===== src/hdl/lgre_pkg.sv =====
// Shared types and constants of the Life generation row engine.
// No dependencies; imported by every module of the block.
package lgre_pkg;

    localparam int ROW_W   = 64;
    localparam int GRID_W  = 7;
    localparam int IDX_W   = 6;
    localparam int CNT_W   = 4;
    localparam int TDATA_W = 72;
    localparam int PAD_W   = TDATA_W - IDX_W - ROW_W;

    localparam logic [GRID_W-1:0] GRID_RESET = 7'd10;
    localparam logic [GRID_W-1:0] MIN_SIDE   = 7'd3;
    localparam logic [CNT_W-1:0]  BIRTH      = 4'd3;
    localparam logic [CNT_W-1:0]  SURVIVE    = 4'd2;

    // Neighbourhood of one cell: bit 0 is the column to the left.
    typedef struct packed {
        logic [2:0] above;
        logic [2:0] mid;
        logic [2:0] below;
    } lgre_window_t;

    typedef struct packed {
        logic             frame_last;
        logic             run_last;
        logic [ROW_W-1:0] bits;
        logic [IDX_W-1:0] index;
    } lgre_result_t;

endpackage


===== src/hdl/lgre_cell.sv =====
// One lane: B3/S23 rule for a single cell from its 3x3 neighbourhood.
// Depends on lgre_pkg.
module lgre_cell (
    input  lgre_pkg::lgre_window_t win,
    output logic                   alive
);
    import lgre_pkg::*;

    logic [CNT_W-1:0] cnt;

    always_comb begin
        cnt = CNT_W'(win.above[0]) + CNT_W'(win.above[1]) + CNT_W'(win.above[2])
            + CNT_W'(win.mid[0]) + CNT_W'(win.mid[2])
            + CNT_W'(win.below[0]) + CNT_W'(win.below[1]) + CNT_W'(win.below[2]);
        alive = (cnt == BIRTH) || ((cnt == SURVIVE) && win.mid[1]);
    end

endmodule


===== src/hdl/lgre_merge.sv =====
// Merging stage: gathers lane outputs into one row, forcing the border dead.
// Depends on lgre_pkg.
module lgre_merge #(
    parameter int MAX_SIDE = 64
) (
    input  logic [MAX_SIDE-1:0]         cells,
    input  logic [lgre_pkg::GRID_W-1:0] side,
    input  logic                        row_ok,
    output logic [lgre_pkg::ROW_W-1:0]  row
);
    import lgre_pkg::*;

    always_comb begin
        row = '0;
        for (int j = 1; j < MAX_SIDE; j++) begin
            row[j] = cells[j] && row_ok && (GRID_W'(j + 1) < side);
        end
    end

endmodule


===== src/hdl/life_generation_row_engine.sv =====
// Life generation row engine (B3/S23), one grid row per item.
// First result of an item is registered, offered in the cycle after acceptance.
// One item per cycle while m_tready holds; an end-of-frame item yields two results.
// Reset: grid size 10, row count zero, row history cleared, output empty.
// Depends on lgre_pkg, lgre_cell and lgre_merge.
module life_generation_row_engine #(
    parameter int MAX_SIDE = 64
) (
    input  logic                          aclk,
    input  logic                          aresetn,
    input  logic                          cfg_valid,
    output logic                          cfg_ready,
    input  logic [lgre_pkg::GRID_W-1:0]   cfg_data,     // grid_size
    input  logic                          s_tvalid,
    output logic                          s_tready,
    input  logic [lgre_pkg::ROW_W-1:0]    s_tdata,      // row_bits
    output logic                          m_tvalid,
    input  logic                          m_tready,
    output logic [lgre_pkg::TDATA_W-1:0]  m_tdata,      // row_index, next_row_bits, pad
    output logic                          m_tlast,      // run_last
    output logic                          m_tuser       // frame_last
);
    import lgre_pkg::*;

    localparam logic [GRID_W-1:0] MAX_N = GRID_W'(MAX_SIDE);

    logic [GRID_W-1:0]   grid_size_reg;
    logic [MAX_SIDE-1:0] hist0_reg, hist1_reg;
    logic [IDX_W-1:0]    row_count_reg, row_count_next;
    lgre_result_t        head_reg, head_next, tail_reg, tail_next;
    logic                head_valid_reg, head_valid_next;
    logic                tail_valid_reg, tail_valid_next;

    logic [GRID_W-1:0]   side_n;
    logic [GRID_W-1:0]   c_inc;
    logic [MAX_SIDE-1:0] col_mask, cur, above, mid;
    logic [MAX_SIDE+1:0] above_x, mid_x, below_x;
    logic [MAX_SIDE-1:0] cells;
    logic [ROW_W-1:0]    merged;
    logic                last, row_ok, has_a, s_fire, m_fire;
    lgre_result_t        res_a, res_b;

    assign cfg_ready = 1'b1;

    always_comb begin
        if (grid_size_reg < MIN_SIDE) begin
            side_n = MIN_SIDE;
        end else if (grid_size_reg > MAX_N) begin
            side_n = MAX_N;
        end else begin
            side_n = grid_size_reg;
        end
        for (int k = 0; k < MAX_SIDE; k++) begin
            col_mask[k] = GRID_W'(k) < side_n;
        end
    end

    assign cur     = s_tdata[MAX_SIDE-1:0] & col_mask;
    assign above   = hist1_reg & col_mask;
    assign mid     = hist0_reg & col_mask;
    assign above_x = {1'b0, above, 1'b0};
    assign mid_x   = {1'b0, mid, 1'b0};
    assign below_x = {1'b0, cur, 1'b0};

    for (genvar g = 0; g < MAX_SIDE; g++) begin : g_lane
        lgre_window_t win;
        assign win.above = above_x[g+2:g];
        assign win.mid   = mid_x[g+2:g];
        assign win.below = below_x[g+2:g];
        lgre_cell u_cell (
            .win   (win),
            .alive (cells[g])
        );
    end

    assign c_inc  = {1'b0, row_count_reg} + GRID_W'(1);
    assign last   = c_inc >= side_n;
    assign row_ok = (row_count_reg >= IDX_W'(2)) && (c_inc <= side_n);
    assign has_a  = row_count_reg != '0;

    lgre_merge #(
        .MAX_SIDE (MAX_SIDE)
    ) u_merge (
        .cells  (cells),
        .side   (side_n),
        .row_ok (row_ok),
        .row    (merged)
    );

    always_comb begin
        res_a.index      = row_count_reg - IDX_W'(1);
        res_a.bits       = merged;
        res_a.run_last   = !last;
        res_a.frame_last = 1'b0;
        res_b.index      = row_count_reg;
        res_b.bits       = '0;
        res_b.run_last   = 1'b1;
        res_b.frame_last = 1'b1;
    end

    assign s_tready = !head_valid_reg || (m_tready && !tail_valid_reg);
    assign s_fire   = s_tvalid && s_tready;
    assign m_fire   = head_valid_reg && m_tready;

    always_comb begin
        head_next       = head_reg;
        head_valid_next = head_valid_reg;
        tail_next       = tail_reg;
        tail_valid_next = tail_valid_reg;
        row_count_next  = row_count_reg;
        if (m_fire) begin
            head_next       = tail_reg;
            head_valid_next = tail_valid_reg;
            tail_valid_next = 1'b0;
        end
        if (s_fire) begin
            row_count_next = last ? '0 : row_count_reg + IDX_W'(1);
            if (has_a) begin
                head_next       = res_a;
                head_valid_next = 1'b1;
                tail_next       = res_b;
                tail_valid_next = last;
            end else if (last) begin
                head_next       = res_b;
                head_valid_next = 1'b1;
            end
        end
    end

    always_ff @(posedge aclk) begin
        if (!aresetn) begin
            grid_size_reg  <= GRID_RESET;
            row_count_reg  <= '0;
            head_valid_reg <= 1'b0;
            tail_valid_reg <= 1'b0;
            hist0_reg      <= '0;
            hist1_reg      <= '0;
        end else begin
            if (cfg_valid && cfg_ready) begin
                grid_size_reg <= cfg_data;
            end
            row_count_reg  <= row_count_next;
            head_valid_reg <= head_valid_next;
            tail_valid_reg <= tail_valid_next;
            if (s_fire) begin
                hist1_reg <= hist0_reg;
                hist0_reg <= cur;
            end
        end
    end

    always_ff @(posedge aclk) begin
        head_reg <= head_next;
        tail_reg <= tail_next;
    end

    assign m_tvalid = head_valid_reg;
    assign m_tdata  = {{PAD_W{1'b0}}, head_reg.bits, head_reg.index};
    assign m_tlast  = head_reg.run_last;
    assign m_tuser  = head_reg.frame_last;

endmodule


===== config.mk =====
export PLATFORM = sky130hd
export DESIGN_NAME = life_generation_row_engine
export DESIGN_NICKNAME = d
export VERILOG_FILES = /design/src/hdl/lgre_pkg.sv /design/src/hdl/lgre_cell.sv /design/src/hdl/lgre_merge.sv /design/src/hdl/life_generation_row_engine.sv
export SDC_FILE = /design/constraint.sdc
export NUM_CORES = 1
export LEC_CHECK = 0
export BUFFER_PORTS_ARGS = -buffer_cell sky130_fd_sc_hd__buf_2
export CELL_PAD_IN_SITES_DETAIL_PLACEMENT = 1
export CELL_PAD_IN_SITES_GLOBAL_PLACEMENT = 2
export CORE_MARGIN = 3
export CORE_UTILIZATION = 30
export DETAILED_ROUTE_END_ITERATION = 10
export GPL_TIMING_DRIVEN = 0
export MAX_ROUTING_LAYER = met4
export PLACE_DENSITY = 0.68
export SYNTH_ARGS = -nofsm -noshare
export SYNTH_HDL_FRONTEND = slang
export SYNTH_HIERARCHICAL = 1
export SYNTH_SLANG_ARGS = --single-unit

===== constraint.sdc =====
create_clock -name aclk -period 5.92 [get_ports aclk]
set_input_delay 0.592 -clock aclk [delete_from_list [all_inputs] [get_ports aclk]]
set_output_delay 0.592 -clock aclk [all_outputs]
set_load 0.03 [all_outputs]

==> results.md, run 1 <==
* Status: finished, final reports clean
* Setup slack at placement at around 0.38 ns
* CTS Sinks at approximately 220
* CP Max Fanout at 10
* Multi-input combinational cell area at 0.0152 sq mm
* Post-route DRC at 0
* Drt pass-1 iters at 7
* Worst skew pair latency at about 0.6 ns
* Largest net degree at the start of global routing at 16
* Die H at approximately 280 um
* Inserted Clock Buffers at 31
* Final Setup Violations at 0
* Hold endpoint: hist0_reg[2]$_SDFFE_PN0P_
* Hold Buf Count CTS at 0
* First-pass GRT wire length at 130,000 um
* Min Tclk post-route at 5.48 ns
* Static Leakage at 12.3 nW
* Clock buffer depth at 3
* Fin crit share at between 90 and 100%
* Mean Syn Cell Area at 8.10 sq um
* I/O pins at 153
* GRT overflow at 0
* Area Overhead vs Synth at 13.7%
* Final WL at 86,200 um
* Routed vias at between 15,000 and 20,000
* CTS tree: yes
* Number of global-route vias before repair at between 20,000 and 25,000
* Register area at about 0.0045 sq mm
* Critical Path Source Type: flip-flop
* Tightest Pin Transition at around 1.4 ns
* Worst hold path class: in2reg
* Mapped Cells at around 2,800
* # Max-Cap Violations at 0
* Hold Path Origin: s_tdata[2]
* Setup ws final at between 0.4 and 0.5 ns
* Reg-to-reg slack, setup at about 0.44 ns
* Initial core utilization at between 30 and 40%
* Row count at 100
* Worst reg2reg path depth at 19
* H-tree Lvls at 1
* Max reg flops at 70
* CP Class: reg2reg
* Antenna violations before repair at 5
* Worst-path clk slew at approximately 0.060 ns
* Worst setup path startpoint: grid_size_reg[6]$_SDFFE_PN0P_
* Nets at 3,551
* Core Region at 0.0752 sq mm
* Skew final at ~0.026 ns
* Worst EP arrival at roughly 6 ns
* Crit path capture type: flip-flop
* Port bufs at between 100 and 150
* YS warnings at 6
* Most frequent cells in the layout: 711 x inv_1, 298 x nand2_1, 265 x a21oi_1
* Fmax at 182 MHz
* Power per standard cell area at just under 200 mW/mm^2
* Number of vias per cell at approximately 4.9
* DP HPWL at 70,300 um
* Hold path depth at 3
* Commonest non-fill, non-tap cell in the layout: inv_1
* Hold Vio Cnt, Final at 0
* Final GP Congestion at around 0.89
* Final Max Slew Viols at 0
* VDD IR-drop max at ~0.17 mV
* Wirelength per Cell at around 21 um
* CTS root buf: clkbuf_16
* Total power at between 5 and 6 mW
* Capture point of the worst reg-to-reg path: m_tdata[10]$_DFF_P_
* Floorplan die area at ~0.08 sq mm
* Slew Limit Headroom at under 10%
* Setup TNS at 0 ns
* Overall routing resource usage at 22.3%
* RSZ-0062 raised after global routing: false
* Layout cells sized above 1 at 9.44%
* WP data required at ~6.4 ns
* Detail Route Antenna Nets at 0
* Worst r2r src: grid_size_reg[6]$_SDFFE_PN0P_
* DRT iter0 DRCs at about 1,000
* Fill cells at 9,030
* Cell Area, Synth at 0.0230 sq mm
* DIE WIDTH at between 200 and 300 um
-- critical path, cell delays in order (launching register included) --
cell and delay, ns:
dfxtp_1 0.31, buf_4 0.17, or2_2 0.29, clkbuf_1 0.18
clkbuf_1 0.33, nor2_1 0.44, nand2_1 0.31, and2_1 0.29
inv_1 0.09, fa_1 0.45, fa_1 0.47, fa_1 0.50
inv_1 0.04, ha_1 0.20, fa_1 0.38, or2_0 0.21
a21oi_1 0.34, nand2_1 0.11, a21oi_1 0.16, a32o_1 0.14
-- cell type report --
type,instances,area share [%]
multi-input cells,1785,58.3
flip-flops and latches,221,17.2
inverters,714,10.3
well taps,1020,4.88
clock buffers,49,3.73
repair buffers,148,2.83
plain buffers,124,2.32
clock inverters,9,0.474
diodes,3,0.0287
-- through the flow --
stage	cells	hold slack, ns	cell area (sq um)	utilization, %
6_report	4073	0.274	26100	34.8
5_1_grt	4070	0.260	26100	34.7
4_1_cts	4070	0.243	26100	34.7
3_5_place_dp	4012	0.423	25000	33.3
3_3_place_gp	4012	0.421	25000	33.3
2_1_floorplan	2844	0.403	23000	-
-- per-layer routing --
layer	up-vias	routed length, um	global-route usage [%]
met5	-	0	-
met4	0	3600	7.68
met3	121	3810	2.56
met2	405	41500	37.7
met1	9997	37300	27.6
li1	9278	-	-
-- worst max path at each step --
stage,depth (start not counted),end,slack [ns]
final,19,m_tdata[10]$_DFF_P_,0.44
after global routing,19,m_tdata[11]$_DFF_P_,0.19
after CTS,19,m_tdata[10]$_DFF_P_,0.38
after detailed placement,18,m_tdata[51]$_DFF_P_,0.38
after global placement,19,m_tdata[11]$_DFF_P_,0.51
after floorplan,19,m_tdata[11]$_DFF_P_,1.59
-- power breakdown --
part           total [mW]  internal [mW]  switching [mW]
Clock                2.01           1.25           0.761
Combinational        1.48          0.472            1.01
Sequential           1.61           1.56          0.0443
-- repair_timing --
action | 4_1_cts | 5_1_grt
setup endpoints to repair | 0 | 1
setup buffers | 0 | 0
resized for setup | 0 | 1
(Power assumes the default switching activity.)
==> inputs of run 2 (changes only) <==
--- a/config.mk
+++ b/config.mk
@@ -5,6 +5,7 @@
 export SDC_FILE = /design/constraint.sdc
 export NUM_CORES = 1
 export LEC_CHECK = 0
+export ABC_AREA = 1
 export BUFFER_PORTS_ARGS = -buffer_cell sky130_fd_sc_hd__buf_2
 export CELL_PAD_IN_SITES_DETAIL_PLACEMENT = 1
 export CELL_PAD_IN_SITES_GLOBAL_PLACEMENT = 2
@@ -13,7 +14,7 @@
 export DETAILED_ROUTE_END_ITERATION = 10
 export GPL_TIMING_DRIVEN = 0
 export MAX_ROUTING_LAYER = met4
-export PLACE_DENSITY = 0.68
+export PLACE_DENSITY = 0.72
 export SYNTH_ARGS = -nofsm -noshare
 export SYNTH_HDL_FRONTEND = slang
 export SYNTH_HIERARCHICAL = 1
==> results.md, run 2 <==
* Core Util, Final at 34.6% (-0.14 points)
* Met3 usage at 2.65% (+0.090 points)
* Hold endpoint: hist0_reg[0]$_SDFFE_PN0P_
* Cell Area, Synth at 0.0237 sq mm (+3.0%)
* Hold Vio Cnt, Final at 0 (unchanged)
* DRT iter0 DRCs at 962 (-6.2%)
* I/O pins at 153 (unchanged)
* Worst skew pair latency at 0.59 ns (about the same)
* Number of global-route vias before repair at 22,100 (+1.2%)
* Overall routing resource usage at 21.6% (-0.64 points)
* Core Region at 0.0778 sq mm (+3.5%)
* Final Setup Violations at 0 (unchanged)
* Worst r2r src: grid_size_reg[2]$_SDFFE_PN0P_
* Post-route DRC at 0 (unchanged)
* Reg-to-reg slack, setup at 0.24 ns (-0.20 ns)
* Initial core utilization at 30.4% (-0.16 points)
* Worst EP arrival at 6.22 ns (+0.22 ns)
* Routed vias at 20,900 (+5.5%)
* Max reg flops at 70 (unchanged)
* Most frequent cells in the layout: 1,222 x inv_1, 483 x nand2_1, 252 x fa_1
* Peak-usage layer in the global routing report: met2
* Inserted Clock Buffers at 30 (-3.2%)
* Area Overhead vs Synth at 13.8%
* Worst hold path class: in2reg
* GRT overflow at 0 (unchanged)
* Tightest Pin Transition at 1.14 ns (-0.280 ns)
* GR met1 Demand/Resource at 29.6% (+2.0 points)
* Global routing usage on met2 at 34.5% (-3.2 points)
* Skew final at 0.0142 ns (-0.0117 ns)
* Hold path depth at 3 (unchanged)
* Fin crit share at 96.0% (+3.4 points)
* Status: finished, final reports clean
* Final hold slack at 0.277 ns (+0.00247 ns)
* CTS Sinks at 221 (unchanged)
* Detail Route Antenna Nets at 0 (unchanged)
* CTS tree: yes
* Worst-path clk slew at 0.06 ns (about the same)
* CTS root buf: clkbuf_16
* VDD IR-drop max at 0.220 mV (+33%)
* First-pass GRT wire length at 131,000 um (+1.0%)
* Capture point of the worst reg-to-reg path: m_tdata[21]$_DFF_P_
* Clock buffer depth at 3 (unchanged)
* YS warnings at 6 (unchanged)
* Largest net degree at the start of global routing at 16 (unchanged)
* CP Max Fanout at 8 (-2)
* Worst reg2reg path depth at 21 (+2)
* Nets at 4,171 (+17%)
* DIE WIDTH at 287 um (+1.5%)
* Mapped Cells at 3,456 (+22%)
* Min Tclk post-route at 5.68 ns (+0.202 ns)
* DP HPWL at 71,100 um (+1.1%)
* Commonest non-fill, non-tap cell in the layout: inv_1
* Layout cells sized above 1 at 8.53% (-0.91 points)
* Antenna violations before repair at 3 (-2)
* Static Leakage at 14.0 nW (+14%)
* CP Class: reg2reg
* Floorplan die area at 0.0823 sq mm (+2.9%)
* Fmax at 176 MHz (-3.6%)
* Final GP Congestion at 0.872 (-1.5%)
* Slew Limit Headroom at 23.9% (+19 points)
* Number of vias per cell at 4.44 (-8.7%)
* RSZ-0062 raised after global routing: false
* Row count at 102 (+2.0%)
* Drt pass-1 iters at 5 (-2)
* WP data required at 6.45 ns (about the same)
* H-tree Lvls at 1 (unchanged)
* # Max-Cap Violations at 0 (unchanged)
* Critical Path Source Type: flip-flop
* Port bufs at 148 (unchanged)
* Wirelength per Cell at 18.1 um (-14%)
* Setup TNS at 0 ns (unchanged)
* Die H at 287 um (+1.5%)
* Mean Syn Cell Area at 6.85 sq um (-15%)
* Power per standard cell area at 241 mW/mm^2 (+23%)
* Hold Path Origin: s_tdata[0]
* Final Max Slew Viols at 0 (unchanged)
* Final WL at 85,400 um (-0.90%)
* Crit path capture type: flip-flop
==> run 2: cell count changes in the layout (fill, tap and decap cells not counted), moves of 22 or more <==
| cell | delta |
|---|---|
| nand3b_1 | -22 |
| o21ai_0 | +72 |
| nor2_1 | +169 |
| nor2b_1 | -104 |
| nand2_1 | +185 |
| inv_1 | +511 |
| a21oi_1 | -23 |
| clkbuf_1 | -22 |
| and3_1 | -31 |
| nand3_1 | +164 |
| and2_1 | -88 |
| or2_0 | -48 |
| a32o_1 | -65 |
==> run 2: how the worst max path moves through the flow <==
stage | start | to | slack, ns | cells past startpoint
2_1_floorplan | grid_size_reg[4]$_SDFFE_PN0P_ | m_tdata[15]$_DFF_P_ | 1.64 | 21
3_3_place_gp | grid_size_reg[2]$_SDFFE_PN0P_ | m_tdata[28]$_DFF_P_ | -1.03 | 20
3_5_place_dp | grid_size_reg[2]$_SDFFE_PN0P_ | m_tdata[28]$_DFF_P_ | -1.11 | 20
4_1_cts | grid_size_reg[2]$_SDFFE_PN0P_ | m_tdata[28]$_DFF_P_ | -0.09 | 21
5_1_grt | grid_size_reg[6]$_SDFFE_PN0P_ | m_tdata[46]$_DFF_P_ | 0.03 | 23
6_report | grid_size_reg[2]$_SDFFE_PN0P_ | m_tdata[21]$_DFF_P_ | 0.24 | 21
==> run 2: worst max-delay path: stages, from the launching register on <==
cell and delay, ns:
dfxtp_2 0.54, nand2_1 0.22, inv_2 0.21, nand2_2 0.27
inv_4 0.31, nand2_4 0.24, a21oi_1 0.27, inv_1 0.08
nor2_1 0.23, inv_1 0.10, fa_1 0.51, fa_1 0.44
fa_1 0.49, inv_1 0.04, ha_1 0.21, fa_1 0.51
nand3_1 0.08, a21oi_1 0.32, nand3_1 0.16, nor2_1 0.22
nand2_1 0.08, nand2_1 0.06
==> run 2: where the power goes <==
part           internal (mW)  switching (mW)
Clock                   1.23           0.787
Sequential              1.61          0.0732
Combinational          0.938            1.84
Total                   3.78            2.70
==> run 2: layout make-up <==
type,count,area [sq um]
multi-input cells,1895,14100
flip-flops and latches,221,4490
plain buffers,99,469
clock inverters,17,208
well taps,1040,1300
inverters,1245,4680
clock buffers,39,887
diodes,1,2.50
repair buffers,153,778
fillers,9988,50900
==> run 2: per-stage QoR <==
stage	worst slack, ns	area (sq um)	total power, mW	instances
after global routing	0.0348	26900	7.06	4710
after global placement	-1.03	25700	4.44	4648
final	0.236	26900	6.48	4710
after CTS	-0.0856	26900	6.57	4704
after floorplan	1.64	23700	3.58	3460
after detailed placement	-1.11	25700	4.52	4648
==> run 2: repair_timing <==
item	CTS	global route
pin swaps	0	1
hold buffers	0	0
endpoints found under the setup margin	53	20
buffers inserted	0	5
gates resized for setup	11	12
==> run 2: metal layers <==
metal / up-vias / share of wire (%)
li1: 10400 / -
met1: 10000 / 48
met2: 341 / 46
met3: 80 / 4.1
met4: 0 / 2.1
met5: - / 0
==> inputs of run 3 (changes only) <==
==> constraint.sdc (replaced) <==
create_clock -name aclk -period 5.7 [get_ports aclk]
set_input_delay 0.57 -clock aclk [delete_from_list [all_inputs] [get_ports aclk]]
set_output_delay 0.57 -clock aclk [all_outputs]
set_load 0.03 [all_outputs]
==> results.md, run 3 (synthesized netlist as in run 2, its figures left out) <==
* Final GP Congestion at 0.872 (unchanged)
* VDD IR-drop max at 0.227 mV (+3.6%)
* Die H at 287 um (unchanged)
* CTS tree: yes
* Hold endpoint: hist0_reg[0]$_SDFFE_PN0P_
* Port bufs at 148 (unchanged)
* Floorplan die area at 0.0823 sq mm (unchanged)
* Max reg flops at 70 (unchanged)
* Area Overhead vs Synth at 14.2%
* Wirelength per Cell at 18.2 um (+0.20%)
* RSZ-0062 raised after global routing: true
* Status: finished, final reports clean
* Inserted Clock Buffers at 30 (unchanged)
* Slew Limit Headroom at 26.0% (+2.1 points)
* Core Region at 0.0778 sq mm (unchanged)
* Capture point of the worst reg-to-reg path: m_tdata[13]$_DFF_P_
* Hold Vio Cnt, Final at 0 (unchanged)
* CP max stage cell: fa_1
* Multi-input combinational cell area at 0.0142 sq mm (+0.58%)
* Most frequent cells in the layout: 1,220 x inv_1, 482 x nand2_1, 252 x fa_1
* Static Leakage at 14.0 nW (about the same)
* Antenna violations before repair at 2 (-1)
* Nets at 4,170 (-0.024%)
* Post-route DRC at 0 (unchanged)
* Hold path depth at 3 (unchanged)
* DP HPWL at 71,100 um (unchanged)
* GRT overflow at 0 (unchanged)
* Worst EP arrival at 6.00 ns (-0.22 ns)
* Worst skew pair latency at 0.59 ns (about the same)
* Overall routing resource usage at 21.6% (about the same)
* Routed vias at 20,900 (-0.053%)
* Final Max Slew Viols at 0 (unchanged)
* Final Setup Violations at 0 (unchanged)
* WP data required at 6.23 ns (-0.22 ns)
* # Max-Cap Violations at 0 (unchanged)
* Hold Path Origin: s_tdata[0]
* Design area at 0.0270 sq mm (+0.33%)
* Detail Route Antenna Nets at 0 (unchanged)
* CTS root buf: clkbuf_16
* Reg-to-reg slack, setup at 0.23 ns (about the same)
* DIE WIDTH at 287 um (unchanged)
* Core Util, Final at 34.7% (+0.11 points)
* Register area at 0.00449 sq mm (about the same)
* Final hold slack at 0.255 ns (-0.0218 ns)
* Min Tclk post-route at 5.47 ns (-0.215 ns)
* Initial core utilization at 30.4% (unchanged)
* CP Max Fanout at 10 (+2)
* Commonest non-fill, non-tap cell in the layout: inv_1
* Area after DPL at 0.0257 sq mm (unchanged)
* Fill cells at 9,982 (-0.060%)
* Number of global-route vias before repair at 22,100 (+0.10%)
* Row count at 102 (unchanged)
* Layout cells sized above 1 at 9.05% (+0.52 points)
* First-pass GRT wire length at 131,000 um (+0.11%)
* Largest net degree at the start of global routing at 16 (unchanged)
* DRT iter0 DRCs at 924 (-4.0%)
* Final WL at 85,600 um (+0.18%)
* Power per standard cell area at 249 mW/mm^2 (+3.7%)
* CP Class: reg2reg
* Clock buffer depth at 3 (unchanged)
* Tightest Pin Transition at 1.11 ns (-0.0316 ns)
* H-tree Lvls at 1 (unchanged)
* Drt pass-1 iters at 5 (unchanged)
* Worst-path clk slew at 0.06 ns (about the same)
* Worst hold path class: in2reg
* Crit path cell chain: buf_4 > inv_2 > nand2_1 > inv_2 > nand2_4 > inv_6 > nand2_4 > nand2_1 > inv_1 > nor2_1 > inv_1 > fa_1 > fa_1 > fa_1 > inv_1 > ha_1 > fa_1 > nand3_1 > a21oi_2 > nand3_1 > a21oi_1 > nand2_1 > nand2_1
* I/O pins at 153 (unchanged)
* Critical Path Source Type: flip-flop
* Worst r2r src: grid_size_reg[6]$_SDFFE_PN0P_
* Number of vias per cell at 4.44 (about the same)
* Crit path capture type: flip-flop
* CTS Sinks at 221 (unchanged)
* Fmax at 183 MHz (+3.9%)
* Total power at 6.75 mW (+4.0%)
* Fin crit share at 95.9% (about the same)
* Worst reg2reg path depth at 23 (+9.5%)
* Skew final at 0.0155 ns (+0.00137 ns)
* Worst path max stage delay at 0.50 ns (-0.04 ns)
run 3: cell count changes in the layout (fill, tap and decap cells not counted), sizes merged:
| cell | delta |
|---|---|
| inv | -2 |
| clkinvlp | +2 |
| buf | -1 |
run 3: metal layers:
metal	GRT usage [%]	vias to the layer above	routed length [um]
li1	-	10400	-
met1	29.6	10000	41200
met2	34.6	326	39000
met3	2.72	94	3410
met4	4.20	0	1950
met5	-	-	0
run 3: worst max-delay path: cells and delay by family (launching register included):
kind,cells,cell delay [ns]
fa+ha+maj,5,2.13
simple gates,9,1.38
buf+inv,7,0.93
compound gates,2,0.68
flops,1,0.30
run 3: through the flow:
stage / setup WS [ns] / std cells / setup TNS [ns]
floorplan: 1.42 / 3460 / 0
global placement: -1.25 / 4648 / -33.69
detailed placement: -1.33 / 4648 / -35.12
CTS: 0.0351 / 4705 / 0
global route: -0.00665 / 4709 / -0.0107
finish: 0.231 / 4709 / 0
run 3: final cells by class:
cell class | instances | share of cell area (%)
multi-input cells | 1895 | 52.6
well taps | 1040 | 4.81
clock inverters | 17 | 0.768
repair buffers | 152 | 2.85
clock buffers | 39 | 3.28
diodes | 1 | 0.00925
plain buffers | 99 | 1.74
inverters | 1245 | 17.3
flip-flops and latches | 221 | 16.6
run 3: worst max-delay path by stage:
stage,from,depth (start not counted),slack (ns),end
2_1_floorplan,grid_size_reg[4]$_SDFFE_PN0P_,21,1.42,m_tdata[15]$_DFF_P_
4_1_cts,grid_size_reg[2]$_SDFFE_PN0P_,21,0.04,m_tdata[61]$_DFF_P_
3_5_place_dp,grid_size_reg[2]$_SDFFE_PN0P_,20,-1.33,m_tdata[28]$_DFF_P_
6_report,grid_size_reg[6]$_SDFFE_PN0P_,23,0.23,m_tdata[13]$_DFF_P_
5_1_grt,grid_size_reg[6]$_SDFFE_PN0P_,22,-0.007,m_tdata[42]$_DFF_P_
3_3_place_gp,grid_size_reg[2]$_SDFFE_PN0P_,20,-1.25,m_tdata[28]$_DFF_P_
run 3: power breakdown:
group	total, mW	switching, mW	internal [mW]	leakage (nW)
sequential	1.75	0.0763	1.67	1.82
combinational	2.90	1.92	0.980	11.6
clock	2.09	0.817	1.28	0.536
run 3: repair_timing:
item,in CTS,in global routing
setup endpoints to repair,56,27
cloned,0,0
resized for setup,24,27
pin swaps,1,1
hold buffers,0,0
setup buffers,1,3
